$ cat src/hdl/midi_chord_step_sequencer_top_macros.svh
// ----------------------------------------------------------------------------
// midi chord step sequencer assertion macros
// shared property forms for the sequencer checks
// ----------------------------------------------------------------------------
`ifndef MIDI_CHORD_STEP_SEQUENCER_TOP_MACROS_SVH
`define MIDI_CHORD_STEP_SEQUENCER_TOP_MACROS_SVH

// condition implies consequence in the same cycle
`define MCSS_ASSERT_SAME(lbl, clk, rst_n, cond, cons, msg) \
  lbl: assert property (@(posedge clk) disable iff (!rst_n) (cond) |-> (cons)) else $error(msg);

// condition implies consequence in the next cycle
`define MCSS_ASSERT_NEXT(lbl, clk, rst_n, cond, cons, msg) \
  lbl: assert property (@(posedge clk) disable iff (!rst_n) (cond) |=> (cons)) else $error(msg);

`endif

$ cat src/hdl/mcss_pkg.sv
// ----------------------------------------------------------------------------
// mcss_pkg
// types, codes and helpers of the chord step sequencer
// ----------------------------------------------------------------------------
package mcss_pkg;

  localparam logic [3:0] ACT_MIDI_BYTE   = 4'd0;
  localparam logic [3:0] ACT_MS_TICK     = 4'd1;
  localparam logic [3:0] ACT_TOGGLE_PLAY = 4'd2;
  localparam logic [3:0] ACT_TOGGLE_STEP = 4'd3;
  localparam logic [3:0] ACT_BEGIN_EDIT  = 4'd4;
  localparam logic [3:0] ACT_END_EDIT    = 4'd5;
  localparam logic [3:0] ACT_TOGGLE_KEY  = 4'd6;
  localparam logic [3:0] ACT_SET_NOTE    = 4'd7;
  localparam logic [3:0] ACT_CLEAR       = 4'd8;

  localparam logic [7:0] MB_PULSE = 8'hF8;
  localparam logic [7:0] MB_START = 8'hFA;
  localparam logic [7:0] MB_CONT  = 8'hFB;
  localparam logic [7:0] MB_STOP  = 8'hFC;

  localparam int CFG_IDX_W  = 2;
  localparam int CFG_DATA_W = 9;
  localparam logic [CFG_IDX_W-1:0] CFG_TEMPO   = 2'd0;
  localparam logic [CFG_IDX_W-1:0] CFG_CHANNEL = 2'd1;

  localparam logic [8:0]  TEMPO_RESET  = 9'd120;
  localparam logic [7:0]  ROOT_DEFAULT = 8'd60;
  localparam logic [6:0]  NOTE_DEFAULT = 7'd60;
  localparam logic [6:0]  VEL_ON       = 7'd127;
  localparam logic [7:0]  PITCH_MAX    = 8'd127;
  localparam logic [25:0] TICK_LIMIT   = 26'd15000;
  localparam int          NOTES        = 12;

  typedef struct packed {
    logic [3:0]  action;
    logic [7:0]  clock_byte;
    logic [3:0]  step_index;
    logic [11:0] chord_mask;
    logic [3:0]  key_index;
    logic [6:0]  note_value;
  } in_item_t;

  typedef struct packed {
    logic        note_on;
    logic [6:0]  pitch;
    logic [6:0]  velocity;
    logic [3:0]  channel;
    logic        last;
    logic [3:0]  position;
    logic        running;
  } out_event_t;

  typedef struct packed {
    logic        load;
    logic [11:0] off_mask;
    logic [7:0]  off_base;
    logic [11:0] on_mask;
    logic [7:0]  on_base;
  } scan_load_t;

  typedef enum logic [2:0] {
    ST_IDLE, ST_READ_A, ST_EXEC, ST_READ_B, ST_ON, ST_EMIT
  } seq_state_t;

  // note rounded down to a multiple of twelve, reciprocal multiply
  function automatic logic [7:0] octave_base(input logic [7:0] note);
    logic [15:0] prod;
    logic [7:0]  q;
    prod = {8'b0, note} * 16'd171;
    q    = {3'b0, prod[15:11]};
    return 8'(q * 8'd12);
  endfunction

  function automatic logic [3:0] pitch_class(input logic [7:0] note);
    logic [7:0] r;
    r = note - octave_base(note);
    return r[3:0];
  endfunction

endpackage

$ cat src/hdl/mcss_if.sv
// ----------------------------------------------------------------------------
// mcss channel interfaces
// valid/ready channels for items, events and register writes
// ----------------------------------------------------------------------------
interface mcss_item_if import mcss_pkg::*; ();
  logic     valid;
  logic     ready;
  in_item_t data;
  modport source (output valid, output data, input ready);
  modport sink (input valid, input data, output ready);
endinterface

interface mcss_event_if import mcss_pkg::*; ();
  logic       valid;
  logic       ready;
  out_event_t data;
  modport source (output valid, output data, input ready);
  modport sink (input valid, input data, output ready);
endinterface

interface mcss_cfg_if import mcss_pkg::*; ();
  logic                  valid;
  logic                  ready;
  logic [CFG_IDX_W-1:0]  index;
  logic [CFG_DATA_W-1:0] data;
  modport source (output valid, output index, output data, input ready);
  modport sink (input valid, input index, input data, output ready);
endinterface

$ cat src/hdl/midi_chord_step_sequencer_top.sv
// after an item transfer the ON state loads the scanner; the scanner then gives one event
// per cycle while out_ch.ready is high; a new item is taken only when the scan is done
// ready is high only in idle; each item walks read, execute, read, load, emit
// reset: synchronous active-low rst_n clears playback, position, counters,
// edit state and step valid bits at once; no clearing pass
// ----------------------------------------------------------------------------
// midi_chord_step_sequencer_top
// chord step sequencer: step store, sequencer and event scanner
// ----------------------------------------------------------------------------
module midi_chord_step_sequencer_top import mcss_pkg::*; #(
  parameter int NUM_STEPS   = 16,
  parameter int PULSES_STEP = 6
) (
  input  logic           clk,
  input  logic           rst_n,
  mcss_item_if.sink      in_ch,
  mcss_event_if.source   out_ch,
  mcss_cfg_if.sink       cfg_ch
);
  localparam int PW  = (NUM_STEPS > 1) ? $clog2(NUM_STEPS) : 1;
  localparam int PCW = $clog2(PULSES_STEP + 1);

  seq_state_t state_r, state_nxt;
  in_item_t   it_r;

  logic [8:0]  tempo_r;
  logic [3:0]  chan_r;
  logic        play_r, play_nxt, ext_r, ext_nxt;
  logic [PW-1:0] pos_r, pos_nxt;
  logic [PCW-1:0] pulse_r, pulse_nxt;
  logic [15:0] ms_r, ms_nxt;
  logic [6:0]  rnote_r, rnote_nxt;
  logic        rvalid_r, rvalid_nxt;
  logic [11:0] rchord_r, rchord_nxt;
  logic        editv_r, editv_nxt;
  logic [PW-1:0] editp_r, editp_nxt;
  logic [11:0] sound_r, sound_nxt;
  logic [NUM_STEPS-1:0] on_r, on_nxt, val_r, val_nxt;
  logic        off_do_r, off_do_nxt, on_do_r, on_do_nxt;
  logic [11:0] off_mask_r, off_mask_nxt;
  logic [7:0]  off_base_r, off_base_nxt;
  logic [25:0] prod_r;

  logic          we;
  logic [19:0]   wdata, rdata;
  logic [PW-1:0] addr_a, raddr;
  logic [PW+3:0] s_ext, pos_ext;
  logic [PW-1:0] s_idx;
  logic          s_ok, scan_busy;
  logic [15:0]   elapsed;
  logic [8:0]    bpm;
  logic [PCW-1:0] pulse_inc;
  logic [PW-1:0] pos_inc;
  logic [11:0]   d_chord, n_chord, e_chord;
  logic [7:0]    d_root, n_root, e_root, src;
  scan_load_t    ld;

  assign s_ext   = {{PW{1'b0}}, it_r.step_index};
  assign s_idx   = s_ext[PW-1:0];
  assign s_ok    = 32'(it_r.step_index) < NUM_STEPS;
  assign pos_ext = {4'b0, pos_r};
  assign elapsed = (ms_r != 16'hFFFF) ? ms_r + 16'd1 : 16'hFFFF;
  assign bpm     = (tempo_r != 9'd0) ? tempo_r : 9'd1;
  assign pulse_inc = pulse_r + PCW'(1);
  assign pos_inc = (pos_r == PW'(NUM_STEPS - 1)) ? '0 : pos_r + PW'(1);
  assign src     = rvalid_r ? {1'b0, rnote_r} : ROOT_DEFAULT;

  always_comb begin
    unique case (it_r.action)
      ACT_TOGGLE_STEP: addr_a = s_idx;
      ACT_TOGGLE_KEY:  addr_a = editp_r;
      default:         addr_a = pos_r;
    endcase
  end

  assign raddr = (state_r == ST_READ_B) ? pos_r : addr_a;

  mcss_ram #(.WIDTH(20), .DEPTH(NUM_STEPS)) u_ram (
    .clk(clk), .we(we), .waddr(addr_a), .wdata(wdata), .raddr(raddr), .rdata(rdata)
  );

  assign d_chord = val_r[addr_a] ? rdata[19:8] : 12'd0;
  assign d_root  = val_r[addr_a] ? rdata[7:0] : ROOT_DEFAULT;
  assign e_chord = val_r[pos_r] ? rdata[19:8] : 12'd0;
  assign e_root  = val_r[pos_r] ? rdata[7:0] : ROOT_DEFAULT;

  function automatic logic [7:0] root_from(input logic [11:0] c, input logic [7:0] s);
    logic [7:0] r;
    r = s;
    for (int i = NOTES - 1; i >= 0; i--) begin
      if (c[i]) begin
        r = octave_base(s) + 8'(i);
      end
    end
    return r;
  endfunction

  always_ff @(posedge clk) begin
    if (!rst_n) begin
      state_r <= ST_IDLE;
    end else begin
      state_r <= state_nxt;
    end
  end

  always_comb begin
    state_nxt = state_r;
    play_nxt = play_r; ext_nxt = ext_r; pos_nxt = pos_r; pulse_nxt = pulse_r;
    ms_nxt = ms_r; rnote_nxt = rnote_r; rvalid_nxt = rvalid_r; rchord_nxt = rchord_r;
    editv_nxt = editv_r; editp_nxt = editp_r; sound_nxt = sound_r;
    on_nxt = on_r; val_nxt = val_r;
    off_do_nxt = off_do_r; on_do_nxt = on_do_r;
    off_mask_nxt = off_mask_r; off_base_nxt = off_base_r;
    we = 1'b0; n_chord = d_chord; n_root = d_root;
    ld = '0;
    unique case (state_r)
      ST_IDLE: begin
        if (in_ch.valid) begin
          state_nxt = ST_READ_A;
        end
      end
      ST_READ_A: begin
        state_nxt = ST_EXEC;
      end
      ST_EXEC: begin
        state_nxt = ST_READ_B;
        off_do_nxt = 1'b0;
        on_do_nxt = 1'b0;
        off_base_nxt = octave_base(d_root);
        unique case (it_r.action)
          ACT_MIDI_BYTE: begin
            priority if (it_r.clock_byte == MB_PULSE) begin
              pulse_nxt = pulse_inc;
              if (pulse_inc >= PCW'(PULSES_STEP)) begin
                pulse_nxt = '0;
                if (play_r) begin
                  off_do_nxt = 1'b1; on_do_nxt = 1'b1;
                  pos_nxt = pos_inc; ms_nxt = '0;
                end
              end
            end else if (it_r.clock_byte == MB_START) begin
              ext_nxt = 1'b1; play_nxt = 1'b1; pos_nxt = '0; pulse_nxt = '0;
              ms_nxt = '0; off_do_nxt = 1'b1; on_do_nxt = 1'b1;
            end else if (it_r.clock_byte == MB_CONT) begin
              ext_nxt = 1'b1; play_nxt = 1'b1;
            end else if (it_r.clock_byte == MB_STOP) begin
              ext_nxt = 1'b0; play_nxt = 1'b0; pulse_nxt = '0; off_do_nxt = 1'b1;
            end else begin
            end
          end
          ACT_MS_TICK: begin
            if (!ext_r && play_r && (prod_r > TICK_LIMIT)) begin
              off_do_nxt = 1'b1; on_do_nxt = 1'b1; pos_nxt = pos_inc; ms_nxt = '0;
            end else begin
              ms_nxt = elapsed;
            end
          end
          ACT_TOGGLE_PLAY: begin
            off_do_nxt = 1'b1;
            if (play_r) begin
              play_nxt = 1'b0;
            end else begin
              play_nxt = 1'b1; pos_nxt = '0; pulse_nxt = '0; ms_nxt = '0;
              on_do_nxt = 1'b1;
            end
          end
          ACT_TOGGLE_STEP: begin
            if (s_ok) begin
              if (!on_r[s_idx]) begin
                on_nxt[s_idx] = 1'b1;
                if (d_chord != 12'd0) begin
                end else if (it_r.chord_mask != 12'd0) begin
                  n_chord = it_r.chord_mask;
                  rchord_nxt = it_r.chord_mask;
                  n_root = root_from(it_r.chord_mask, src);
                end else if (rchord_r != 12'd0) begin
                  n_chord = rchord_r;
                  n_root = root_from(rchord_r, src);
                end else begin
                  n_root = src;
                  n_chord = 12'd1 << pitch_class(src);
                end
                we = 1'b1;
                val_nxt[s_idx] = 1'b1;
                if (play_r && pos_r == s_idx) begin
                  off_do_nxt = 1'b1; on_do_nxt = 1'b1;
                  off_base_nxt = octave_base(n_root);
                end
              end else begin
                on_nxt[s_idx] = 1'b0;
                if (play_r && pos_r == s_idx) begin
                  off_do_nxt = 1'b1;
                end
              end
            end
          end
          ACT_BEGIN_EDIT: begin
            if (s_ok) begin
              editv_nxt = 1'b1; editp_nxt = s_idx;
            end
          end
          ACT_END_EDIT: begin
            editv_nxt = 1'b0;
          end
          ACT_TOGGLE_KEY: begin
            if (editv_r && it_r.key_index < 4'd12 && on_r[editp_r]) begin
              n_chord = d_chord ^ (12'd1 << it_r.key_index);
              if (n_chord[it_r.key_index]) begin
                n_root = octave_base(d_root) + 8'(it_r.key_index);
              end
              we = 1'b1;
              val_nxt[editp_r] = 1'b1;
              if (n_chord == 12'd0) begin
                on_nxt[editp_r] = 1'b0;
              end else begin
                rchord_nxt = n_chord;
              end
            end
          end
          ACT_SET_NOTE: begin
            rnote_nxt = it_r.note_value; rvalid_nxt = 1'b1;
          end
          ACT_CLEAR: begin
            off_do_nxt = 1'b1;
            on_nxt = '0; val_nxt = '0; rchord_nxt = '0;
          end
          default: begin
          end
        endcase
        off_mask_nxt = off_do_nxt ? sound_r : 12'd0;
        if (off_do_nxt) begin
          sound_nxt = 12'd0;
        end
      end
      ST_READ_B: begin
        state_nxt = ST_ON;
      end
      ST_ON: begin
        state_nxt = ST_EMIT;
        ld.load = 1'b1;
        ld.off_mask = off_mask_r;
        ld.off_base = off_base_r;
        ld.on_base = octave_base(e_root);
        ld.on_mask = '0;
        if (on_do_r && on_r[pos_r]) begin
          ld.on_mask = (e_chord == 12'd0) ? (12'd1 << pitch_class(e_root)) : e_chord;
          sound_nxt = ld.on_mask;
        end
      end
      ST_EMIT: begin
        if (!scan_busy) begin
          state_nxt = ST_IDLE;
        end
      end
      default: state_nxt = ST_IDLE;
    endcase
    wdata = {n_chord, n_root};
  end

  always_ff @(posedge clk) begin
    if (!rst_n) begin
      tempo_r <= TEMPO_RESET; chan_r <= '0;
      play_r <= 1'b0; ext_r <= 1'b0; pos_r <= '0; pulse_r <= '0; ms_r <= '0;
      rnote_r <= NOTE_DEFAULT; rvalid_r <= 1'b0; rchord_r <= '0;
      editv_r <= 1'b0; editp_r <= '0; sound_r <= '0;
      on_r <= '0; val_r <= '0; off_do_r <= 1'b0; on_do_r <= 1'b0;
    end else begin
      if (cfg_ch.valid && cfg_ch.index == CFG_TEMPO) begin
        tempo_r <= cfg_ch.data;
      end
      if (cfg_ch.valid && cfg_ch.index == CFG_CHANNEL) begin
        chan_r <= cfg_ch.data[3:0];
      end
      play_r <= play_nxt; ext_r <= ext_nxt; pos_r <= pos_nxt; pulse_r <= pulse_nxt;
      ms_r <= ms_nxt; rnote_r <= rnote_nxt; rvalid_r <= rvalid_nxt; rchord_r <= rchord_nxt;
      editv_r <= editv_nxt; editp_r <= editp_nxt; sound_r <= sound_nxt;
      on_r <= on_nxt; val_r <= val_nxt; off_do_r <= off_do_nxt; on_do_r <= on_do_nxt;
    end
    if (in_ch.valid && in_ch.ready) begin
      it_r <= in_ch.data;
    end
    off_mask_r <= off_mask_nxt;
    off_base_r <= off_base_nxt;
    prod_r <= 26'({1'b0, elapsed} + 17'd1) * 26'(bpm);
  end

  assign in_ch.ready  = (state_r == ST_IDLE);
  assign cfg_ch.ready = 1'b1;

  mcss_scan u_scan (
    .clk(clk), .rst_n(rst_n), .ld(ld), .channel(chan_r), .position(pos_ext[3:0]),
    .running(play_r), .busy(scan_busy), .out_ch(out_ch)
  );
endmodule

$ cat src/hdl/mcss_ram.sv
// ----------------------------------------------------------------------------
// mcss_ram
// generic single write, single read ram with registered read data
// ----------------------------------------------------------------------------
module mcss_ram #(
  parameter int WIDTH = 20,
  parameter int DEPTH = 16
) (
  input  logic                                 clk,
  input  logic                                 we,
  input  logic [(DEPTH > 1 ? $clog2(DEPTH) : 1)-1:0] waddr,
  input  logic [WIDTH-1:0]                     wdata,
  input  logic [(DEPTH > 1 ? $clog2(DEPTH) : 1)-1:0] raddr,
  output logic [WIDTH-1:0]                     rdata
);
  logic [WIDTH-1:0] mem [DEPTH];

  always_ff @(posedge clk) begin
    if (we) begin
      mem[waddr] <= wdata;
    end
    rdata <= mem[raddr];
  end
endmodule

$ cat src/hdl/mcss_scan.sv
// ----------------------------------------------------------------------------
// mcss_scan
// event scanner: a single pitch sum walks off then on bits, one per transfer
// ----------------------------------------------------------------------------
`include "midi_chord_step_sequencer_top_macros.svh"

module mcss_scan import mcss_pkg::*; (
  input  logic                clk,
  input  logic                rst_n,
  input  scan_load_t          ld,
  input  logic [3:0]          channel,
  input  logic [3:0]          position,
  input  logic                running,
  output logic                busy,
  mcss_event_if.source        out_ch
);
  logic [23:0] vec_r, vec_nxt;
  logic [7:0]  off_base_r, on_base_r;
  logic [11:0] ok_off, ok_on;
  logic [4:0]  idx;
  logic [7:0]  sum;
  logic        fire;

  always_comb begin
    for (int i = 0; i < NOTES; i++) begin
      ok_off[i] = (9'(ld.off_base) + 9'(i)) <= 9'(PITCH_MAX);
      ok_on[i]  = (9'(ld.on_base) + 9'(i)) <= 9'(PITCH_MAX);
    end
  end

  always_comb begin
    idx = 5'd0;
    for (int i = 23; i >= 0; i--) begin
      if (vec_r[i]) begin
        idx = 5'(i);
      end
    end
  end

  assign sum = (idx < 5'd12) ? off_base_r + 8'(idx) : on_base_r + 8'(idx - 5'd12);
  assign fire = out_ch.valid && out_ch.ready;
  assign busy = |vec_r;

  always_comb begin
    vec_nxt = vec_r;
    if (ld.load) begin
      vec_nxt = {ld.on_mask & ok_on, ld.off_mask & ok_off};
    end else if (fire) begin
      vec_nxt = vec_r & (vec_r - 24'd1);
    end
  end

  always_ff @(posedge clk) begin
    if (!rst_n) begin
      vec_r <= '0;
    end else begin
      vec_r <= vec_nxt;
    end
    if (ld.load) begin
      off_base_r <= ld.off_base;
      on_base_r  <= ld.on_base;
    end
  end

  assign out_ch.valid         = busy;
  assign out_ch.data.note_on  = (idx >= 5'd12);
  assign out_ch.data.pitch    = sum[6:0];
  assign out_ch.data.velocity = (idx >= 5'd12) ? VEL_ON : 7'd0;
  assign out_ch.data.channel  = channel;
  assign out_ch.data.last     = ((vec_r & (vec_r - 24'd1)) == 24'd0);
  assign out_ch.data.position = position;
  assign out_ch.data.running  = running;

  `MCSS_ASSERT_SAME(a_load_idle, clk, rst_n, ld.load, vec_r == 24'd0, "load while scanning")
  `MCSS_ASSERT_NEXT(a_last_ends, clk, rst_n, fire && out_ch.data.last, !out_ch.valid, "events after last")
  `MCSS_ASSERT_SAME(a_pitch_range, clk, rst_n, out_ch.valid, sum <= PITCH_MAX, "pitch above range")
endmodule

$ cat src/flat_wrapper.sv
// flat-port wrapper written by rule: the top's interface ports become plain ports
module midi_chord_step_sequencer_top_flat import mcss_pkg::*;
#(
  parameter int NUM_STEPS   = 16,
  parameter int PULSES_STEP = 6
)
  (clk, rst_n, in_ch_valid, in_ch_data, in_ch_ready, out_ch_valid, out_ch_data, out_ch_ready, cfg_ch_valid, cfg_ch_index, cfg_ch_data, cfg_ch_ready);
  mcss_item_if in_ch_i ();
  mcss_event_if out_ch_i ();
  mcss_cfg_if cfg_ch_i ();
  input  logic clk;
  input  logic rst_n;
  input wire logic [$bits(in_ch_i.valid)-1:0] in_ch_valid;
  input wire logic [$bits(in_ch_i.data)-1:0] in_ch_data;
  output wire logic [$bits(in_ch_i.ready)-1:0] in_ch_ready;
  output wire logic [$bits(out_ch_i.valid)-1:0] out_ch_valid;
  output wire logic [$bits(out_ch_i.data)-1:0] out_ch_data;
  input wire logic [$bits(out_ch_i.ready)-1:0] out_ch_ready;
  input wire logic [$bits(cfg_ch_i.valid)-1:0] cfg_ch_valid;
  input wire logic [$bits(cfg_ch_i.index)-1:0] cfg_ch_index;
  input wire logic [$bits(cfg_ch_i.data)-1:0] cfg_ch_data;
  output wire logic [$bits(cfg_ch_i.ready)-1:0] cfg_ch_ready;
  assign in_ch_i.valid = in_ch_valid;
  assign in_ch_i.data = in_ch_data;
  assign in_ch_ready = in_ch_i.ready;
  assign out_ch_valid = out_ch_i.valid;
  assign out_ch_data = out_ch_i.data;
  assign out_ch_i.ready = out_ch_ready;
  assign cfg_ch_i.valid = cfg_ch_valid;
  assign cfg_ch_i.index = cfg_ch_index;
  assign cfg_ch_i.data = cfg_ch_data;
  assign cfg_ch_ready = cfg_ch_i.ready;
  midi_chord_step_sequencer_top #(.NUM_STEPS(NUM_STEPS), .PULSES_STEP(PULSES_STEP)) u_core (.clk(clk), .rst_n(rst_n), .in_ch(in_ch_i), .out_ch(out_ch_i), .cfg_ch(cfg_ch_i));
endmodule
$ cat config.mk
export PLATFORM = sky130hd
export DESIGN_NAME = midi_chord_step_sequencer_top_flat
export DESIGN_NICKNAME = d
export VERILOG_FILES = /design/src/hdl/mcss_pkg.sv /design/src/hdl/mcss_if.sv /design/src/hdl/midi_chord_step_sequencer_top.sv /design/src/hdl/mcss_ram.sv /design/src/hdl/mcss_scan.sv /design/src/flat_wrapper.sv
export VERILOG_INCLUDE_DIRS = /design/src /design/src/hdl
export SDC_FILE = /design/constraint.sdc
export NUM_CORES = 2
export LEC_CHECK = 0
export BUFFER_PORTS_ARGS = -buffer_cell sky130_fd_sc_hd__clkbuf_2
export CORE_AREA = 2 2 299 301
export DETAILED_ROUTE_END_ITERATION = 8
export DIE_AREA = 0 0 301 303
export PLACE_DENSITY_LB_ADDON = 0.2
export SLEW_MARGIN = 20
export SYNTH_ARGS = -nofsm -noshare
export SYNTH_HDL_FRONTEND = slang
export SYNTH_HIERARCHICAL = 1
export SYNTH_SLANG_ARGS = --single-unit
export TNS_END_PERCENT = 50
$ cat constraint.sdc
create_clock -name clk -period 14.5 [get_ports clk]
set_input_delay 0.725 -clock clk [delete_from_list [all_inputs] [get_ports clk]]
set_output_delay 0.725 -clock clk [all_outputs]
set_load 0.02 [all_outputs]
Yosys cells after proc, flatten, opt, wreduce, memory -nomap -nowiden --
Memories as Yosys holds them, arrays and structs flattened. A register that Yosys moved wholly into a read port is not among the register bits. Index checks and enable logic that the tools add are counted.
Storage, ports and cells: flip-flop bits (word level) 234, memory bits (writable) 320, memories kept 1, logic and storage cells 391
Memories:
- u_core.u_ram.mem | depth 16, bits a word 20, rd ports 1, clocked after Yosys merged registers in 1, write ports 1, RTL line mcss_ram.sv:16 | logic [WIDTH-1:0] mem [DEPTH];
Operators by class: reduce and logical (&&, ||, !) cells 46, eq/ne operators 40, bitwise gates (word level) 13, add/subtract/negate cells 44, multipliers 9, multiplexer cells 169, shift operators 3, $lt $le $gt $ge 36
Operators with widths (number):
- 2-to-1 mux 8 bit | 39
- 2-to-1 mux 12 bit | 17
- <= comparator 9 x 7 -> 1 bit (second input constant) | 22
- 2-to-1 mux 16 bit | 12
- one-hot mux 16 bit (3 select lines) | 3
- 2-to-1 mux 5 bit | 24
- adder 8 x 3 -> 9 bit (second input constant) | 8
- adder 8 x 4 -> 9 bit (second input constant) | 8
- multiplier 8 x 8 -> 16 bit (second input constant) | 3
- 2-to-1 mux 24 bit | 2
- bitwise OR 16 bit | 3
- one-hot mux 12 bit (2 select lines) | 2
- 2-to-1 mux 41 bit | 1
- adder 8 x 2 -> 9 bit (second input constant) | 4
- one-hot mux 12 bit (3 select lines) | 1
- nonzero test 12 bit | 3
- << shifter 1 x 4 -> 12 bit (first input constant) | 3
- adder 8 x 3 -> 8 bit (second input constant) | 4
- adder 8 x 4 -> 8 bit (second input constant) | 4
- bitwise AND 16 bit | 2
- == test 8 bit (second input constant) | 4
- 2-to-1 mux 4 bit | 8
- inverter 16 bit | 2
- 2-to-1 mux 1 bit | 30
- other kinds (75) | 151

Logic depth before layout (Yosys ltp) --
word-level depth 27, mapped depth 53

By module --
The synthesis kept the hierarchy.
By module, submodules not included:
- midi_chord_step_sequencer_top | area each 21623.2 sq um, cells each 2551, times used 1
- mcss_ram | area each 12530.8 sq um, cells each 533, times used 1
- mcss_scan | area each 5008.6 sq um, cells each 674, times used 1

Worst setup path before layout --
No wires, ideal clock.
path type reg2reg, from reg u_core.rvalid_r, to reg u_core.off_base_r[6], data pin, setup time 0.260 ns, period minus slack after synthesis 11.218 ns, buffers on the path 2, stages on the path, launching flop included 51, required time 14.240 ns, path slack 3.282 ns, arrival 10.958 ns, path through dfxtp_1 > clkbuf_1 > nor2b_1 > inv_1 > ha_1 > inv_1 > fa_1 > fa_1 > inv_1 > fa_1 > ha_1 > a22o_1 > nor4_1 > o21ai_0 > a31o_2 > xor2_1 > ha_1 > inv_1 > [15 not listed] > ha_1 > a21o_1 > a21o_1 > a21oi_1 > nor2b_1 > o21ai_0 > nand2b_1 > or3_1 > a211oi_2 > o31ai_4 > xor2_1 > ha_1 > a21oi_1 > a21boi_0 > nand4_1 > o221ai_2 > xnor2_1 > mux2_4
On the way: cells in the longest elaborated chain, start to end 27, elaborated cells between the ends (all ways) 49, those cells by class add/sub: 11; mul: 4; mux: 34
RTL lines:
- from (decl) | RTL line midi_chord_step_sequencer_top.sv:33 | logic rvalid_r, rvalid_nxt;
- from (signal assigned) | RTL line midi_chord_step_sequencer_top.sv:275 | ms_r <= ms_nxt; rnote_r <= rnote_nxt; rvalid_r <= rvalid_nxt; rchord_r <= rchord_nxt;
- 2-to-1 mux 7 bit (*) | RTL line midi_chord_step_sequencer_top.sv:66 | assign src = rvalid_r ? {1'b0, rnote_r} : ROOT_DEFAULT;
- multiplier 7 x 8 -> 15 bit | RTL line mcss_pkg.sv:70 | prod = {8'b0, note} * 16'd171;
- multiplier 5 x 2 -> 6 bit | RTL line mcss_pkg.sv:72 | return 8'(q * 8'd12);
- adder 8 x 4 -> 8 bit | RTL line midi_chord_step_sequencer_top.sv:92 | r = octave_base(s) + 8'(i);
- 2-to-1 mux 8 bit (12 in series) | RTL line midi_chord_step_sequencer_top.sv:91 | if (c[i]) begin
- 2-to-1 mux 8 bit | RTL line midi_chord_step_sequencer_top.sv:176 | end else if (rchord_r != 12'd0) begin
- 2-to-1 mux 8 bit (*) | RTL line midi_chord_step_sequencer_top.sv:172 | end else if (it_r.chord_mask != 12'd0) begin
- 2-to-1 mux 8 bit (*) | RTL line midi_chord_step_sequencer_top.sv:171 | if (d_chord != 12'd0) begin
- 2-to-1 mux 8 bit (*) | RTL line midi_chord_step_sequencer_top.sv:169 | if (!on_r[s_idx]) begin
- 2-to-1 mux 8 bit (*) | RTL line midi_chord_step_sequencer_top.sv:130 | unique case (it_r.action)
- 2-to-1 mux 8 bit (*) | RTL line midi_chord_step_sequencer_top.sv:116 | unique case (state_r)
- multiplier 8 x 8 -> 16 bit (*) | RTL line mcss_pkg.sv:70
- multiplier 5 x 2 -> 6 bit (*) | RTL line mcss_pkg.sv:72
- 2-to-1 mux 8 bit (*) | RTL line midi_chord_step_sequencer_top.sv:185 | if (play_r && pos_r == s_idx) begin
- 2-to-1 mux 8 bit (*) | RTL line midi_chord_step_sequencer_top.sv:169
- 2-to-1 mux 8 bit (*) | RTL line midi_chord_step_sequencer_top.sv:130
- to (signal assigned) | RTL line midi_chord_step_sequencer_top.sv:283 | off_base_r <= off_base_nxt;
- to (decl) | RTL line midi_chord_step_sequencer_top.sv:41 | logic [7:0] off_base_r, off_base_nxt;
Mark *: on every way between the ends. The rest lies on a longest branch, timed or not. The select of a mux whose other input is x is not followed. A chain may end at the register's enable or synchronous reset.

Final worst setup path --
Ends and elaborated chain as after synthesis.

==> impl_metrics.toml <==
[outcome]
status = "complete, no violations"

[global_routing]
grt-ovfl-total = 0
grt_pass1_wl_mm = 162.0
grt_max_degree = 81
grt_usage = 0.2264
grt_pass1_vias = 28390
antenna_found_initial = 0

[sta]
skew_ps = 27.81
fmax_mhz = 80.19
setup_viol = 0
finalCritPeriodShare = 0.8601
min_period_ps = 12470
slew_viol_final = 0
relSlewSlack = 0.3331
worst_pin_slew_ps = 989.8
rsz0062_at_grt = "no"
fin_tns_setup_ps = 0
hold_violations = 0

[clock_tree]
path_clk_slew_ps = 60
cts_buffer_depth = 3
htree_levels = 3
insertion_delay_ps = 640
root_buffer = "clkbuf_16"
hold_buffers = 0
cts_tree = "built"
numCtsBuffers = 67
cts_setup_buffers = 0
cts.sinks = 572
cts_repair_resize_count = 0

[die]
ios = 83
num_rows = 109
die_y_um = 303
core_um2 = 87970
dieArea_um2 = 91200
initial_utilization = 0.4452
die_x_um = 301

[place]
place_hpwl_mm = 71.17
place_inst = 4897
port_buffers = 81
gp_congestion = 0.9042

[synth]
yosysTopAreaCell = "edfxtp_1"
synth_top_family_by_area = "adder cells"
synth_xor_area_frac = 0.03073
yosysMostFrequentCell = "edfxtp_1"
synth.top_cell.area_share = 0.2998
synth_seq_area_share = 0.3923
synthSimpleGateAreaFrac = 0.1535
ys_ff_latch = 572
synthAdderAreaFrac = 0.1695
synth_edf_count = 391
synthCells = 3758
async_flop_share = 0
synth_flop_cell = "edfxtp_1"
synthTopCellsByCount = "edfxtp_1 (391), nand2_1 (356), inv_1 (337), ha_1 (276), nor2_1 (237)"
synth_area_per_cell_um2 = 10.42
ys.warnings.count = 6
syn-cell-area_um2 = 39160
synth_cell_types = 107
synth_compound_area_frac = 0.1235
synth.area.top_cells = "edfxtp_1 (30%), dfxtp_1 (9.3%), ha_1 (8.8%)"
synthMuxAreaShare = 0.07316

[worst_hold_path]
holdPathEnd = "u_core/it_r[36]$_DFFE_PP_"
min_path_cells = 1
min-delay-start = "in_ch_data[36]"
worst_hold_path_type = "in2reg"

[critical_path]
cp_slowest_cell = "xor2_1"
r2r-start = "u_core/rvalid_r$_SDFFE_PN0P_"
rrSetupSlack_ps = 2030
worstPathArrival_ps = 12860
cp_max_fo = 12
end_kind = "flop"
path_class = "reg2reg"
cp_data_required_time_ps = 14890
slowest_delay_ps = 640
timing.rr.end = "u_core/off_base_r[6]$_DFFE_PP_"
start_kind = "flop"
rr_worst_depth = 48
startpoint = "u_core/rvalid_r$_SDFFE_PN0P_"

[power]
p_per_area_nw_per_um2 = 121.5
power.leakage_nw = 17.22
irDropWorstVdd_mv = 0.1684

[drt]
wl_mm = 102.0
avgViaCountPerCell = 5.754
first_pass_iters = 7
post-route-drc-count = 0
drtAntennaViolNets = 0
post_drt_wl_per_cell_um = 20.32
vias = 28890
drt_first_iter_violations = 2723

[cells_and_area]
drive_gt1_frac = 0.1136
nNetsFinal = 4289
syn2layout_area_growth_pct = 9.981
antenna_cells = 0
fin_cells = 5021

[job]
maxCapViolCount = 0
-- critical path, delay by kind of cell (launching register included) --
| family | cells | cell delay, ps |
|---|---|---|
| fa+ha+maj | 12 | 4760 |
| compound gates | 15 | 2950 |
| xor+xnor | 5 | 1530 |
| simple gates | 8 | 1490 |
| flops | 1 | 540 |
| mux | 2 | 520 |
| buf+inv | 6 | 450 |
-- cell families (layout without fill, tap and decap cells) --
logic type,after synthesis,after routing
buffers and inverters,549,615
muxes,150,150
and+or+nand+nor,1197,1197
adders and majority gates,437,437
xor gates and xnor gates,134,134
DFF,572,572
AOI/OAI and AO/OA,717,717
other,2,34
-- layout make-up --
type / count / area [um^2]
tap: 1165 / 1458
fill: 8113 / 44890
timing repair buffer: 151 / 943.4
sequential: 572 / 15360
multi-input combinational: 2669 / 21800
inverter: 340 / 1279
clock inverter: 38 / 410.4
clock buffer: 86 / 1819
-- sequential cells by signal, indices dropped and copies added (netlist names), 3 cells and up, named ones only --
signal	count
u_core/s_idx	4
u_core/prod_r	26
u_core/pos_r	4
u_core/off_base_r	6
u_core/tempo_r	9
u_core/sound_r	12
u_core/chan_r	4
u_core/pulse_r	3
u_core/u_ram/rdata	20
u_core/editp_r	4
u_core/ms_r	16
u_core/u_ram/mem	320
u_core/u_scan/on_base_r	7
u_core/u_scan/off_base_r	7
u_core/rchord_r	12
u_core/rnote_r	7
u_core/off_mask_r	12
u_core/u_scan/vec_r	24
u_core/val_r	16
u_core/state_r	3
u_core/it_r	35
-- layer usage --
layer,wire length [um],up-vias,GRT usage,part of all wire
met5,0,-,0,0
met4,2845,0,0.07332,0.028
met3,5937,189,0.02807,0.058
met2,46780,931,0.3634,0.46
met1,46450,14200,0.3197,0.46
li1,-,13570,-,-
-- where the power goes --
group / leakage (nW) / internal (mW) / total, mW / switching (mW)
logic: 11.1 / 0.659 / 1.61 / 0.954
clock network: 1.08 / 0.992 / 1.70 / 0.707
registers: 5.05 / 1.85 / 1.92 / 0.0779
-- cells in the final DEF, fill, tap and decap left out, types with 86 or more instances in the layout --
cell and instances:
fa_1 157, inv_1 337, nor2_1 223, ha_1 276, xnor2_1 90, mux4_2 86
nand3_1 98, dfxtp_1 181, o21ai_0 122, a21oi_1 181, nand2_1 356, edfxtp_1 391
-- per-stage QoR --
step / hold slack (ps) / util / power (mW) / worst slack, ps / cell area [um^2]
2_1_floorplan: 432.2 / - / 3.121 / 3282 / 39280
3_3_place_gp: 452.7 / 0.4640 / 3.532 / 2400 / 40820
3_5_place_dp: 458.5 / 0.4640 / 3.550 / 2041 / 40820
4_1_cts: 232.5 / 0.4894 / 5.271 / 2036 / 43050
5_1_grt: 248.0 / 0.4896 / 5.558 / 1135 / 43070
6_report: 273.3 / 0.4896 / 5.235 / 2029 / 43070
-- how the worst max path moves through the flow --
stage / to / cells after the start / slack [ps]
after floorplan: u_core/off_base_r[6]$_DFFE_PP_ / 50 / 3280
after global placement: u_core/off_base_r[6]$_DFFE_PP_ / 48 / 2400
after detailed placement: u_core/off_base_r[6]$_DFFE_PP_ / 48 / 2040
after CTS: u_core/off_base_r[6]$_DFFE_PP_ / 48 / 2040
after global routing: u_core/off_base_r[6]$_DFFE_PP_ / 48 / 1130
final: u_core/off_base_r[6]$_DFFE_PP_ / 48 / 2030
Note: power is estimated with default switching activity, not from simulation.
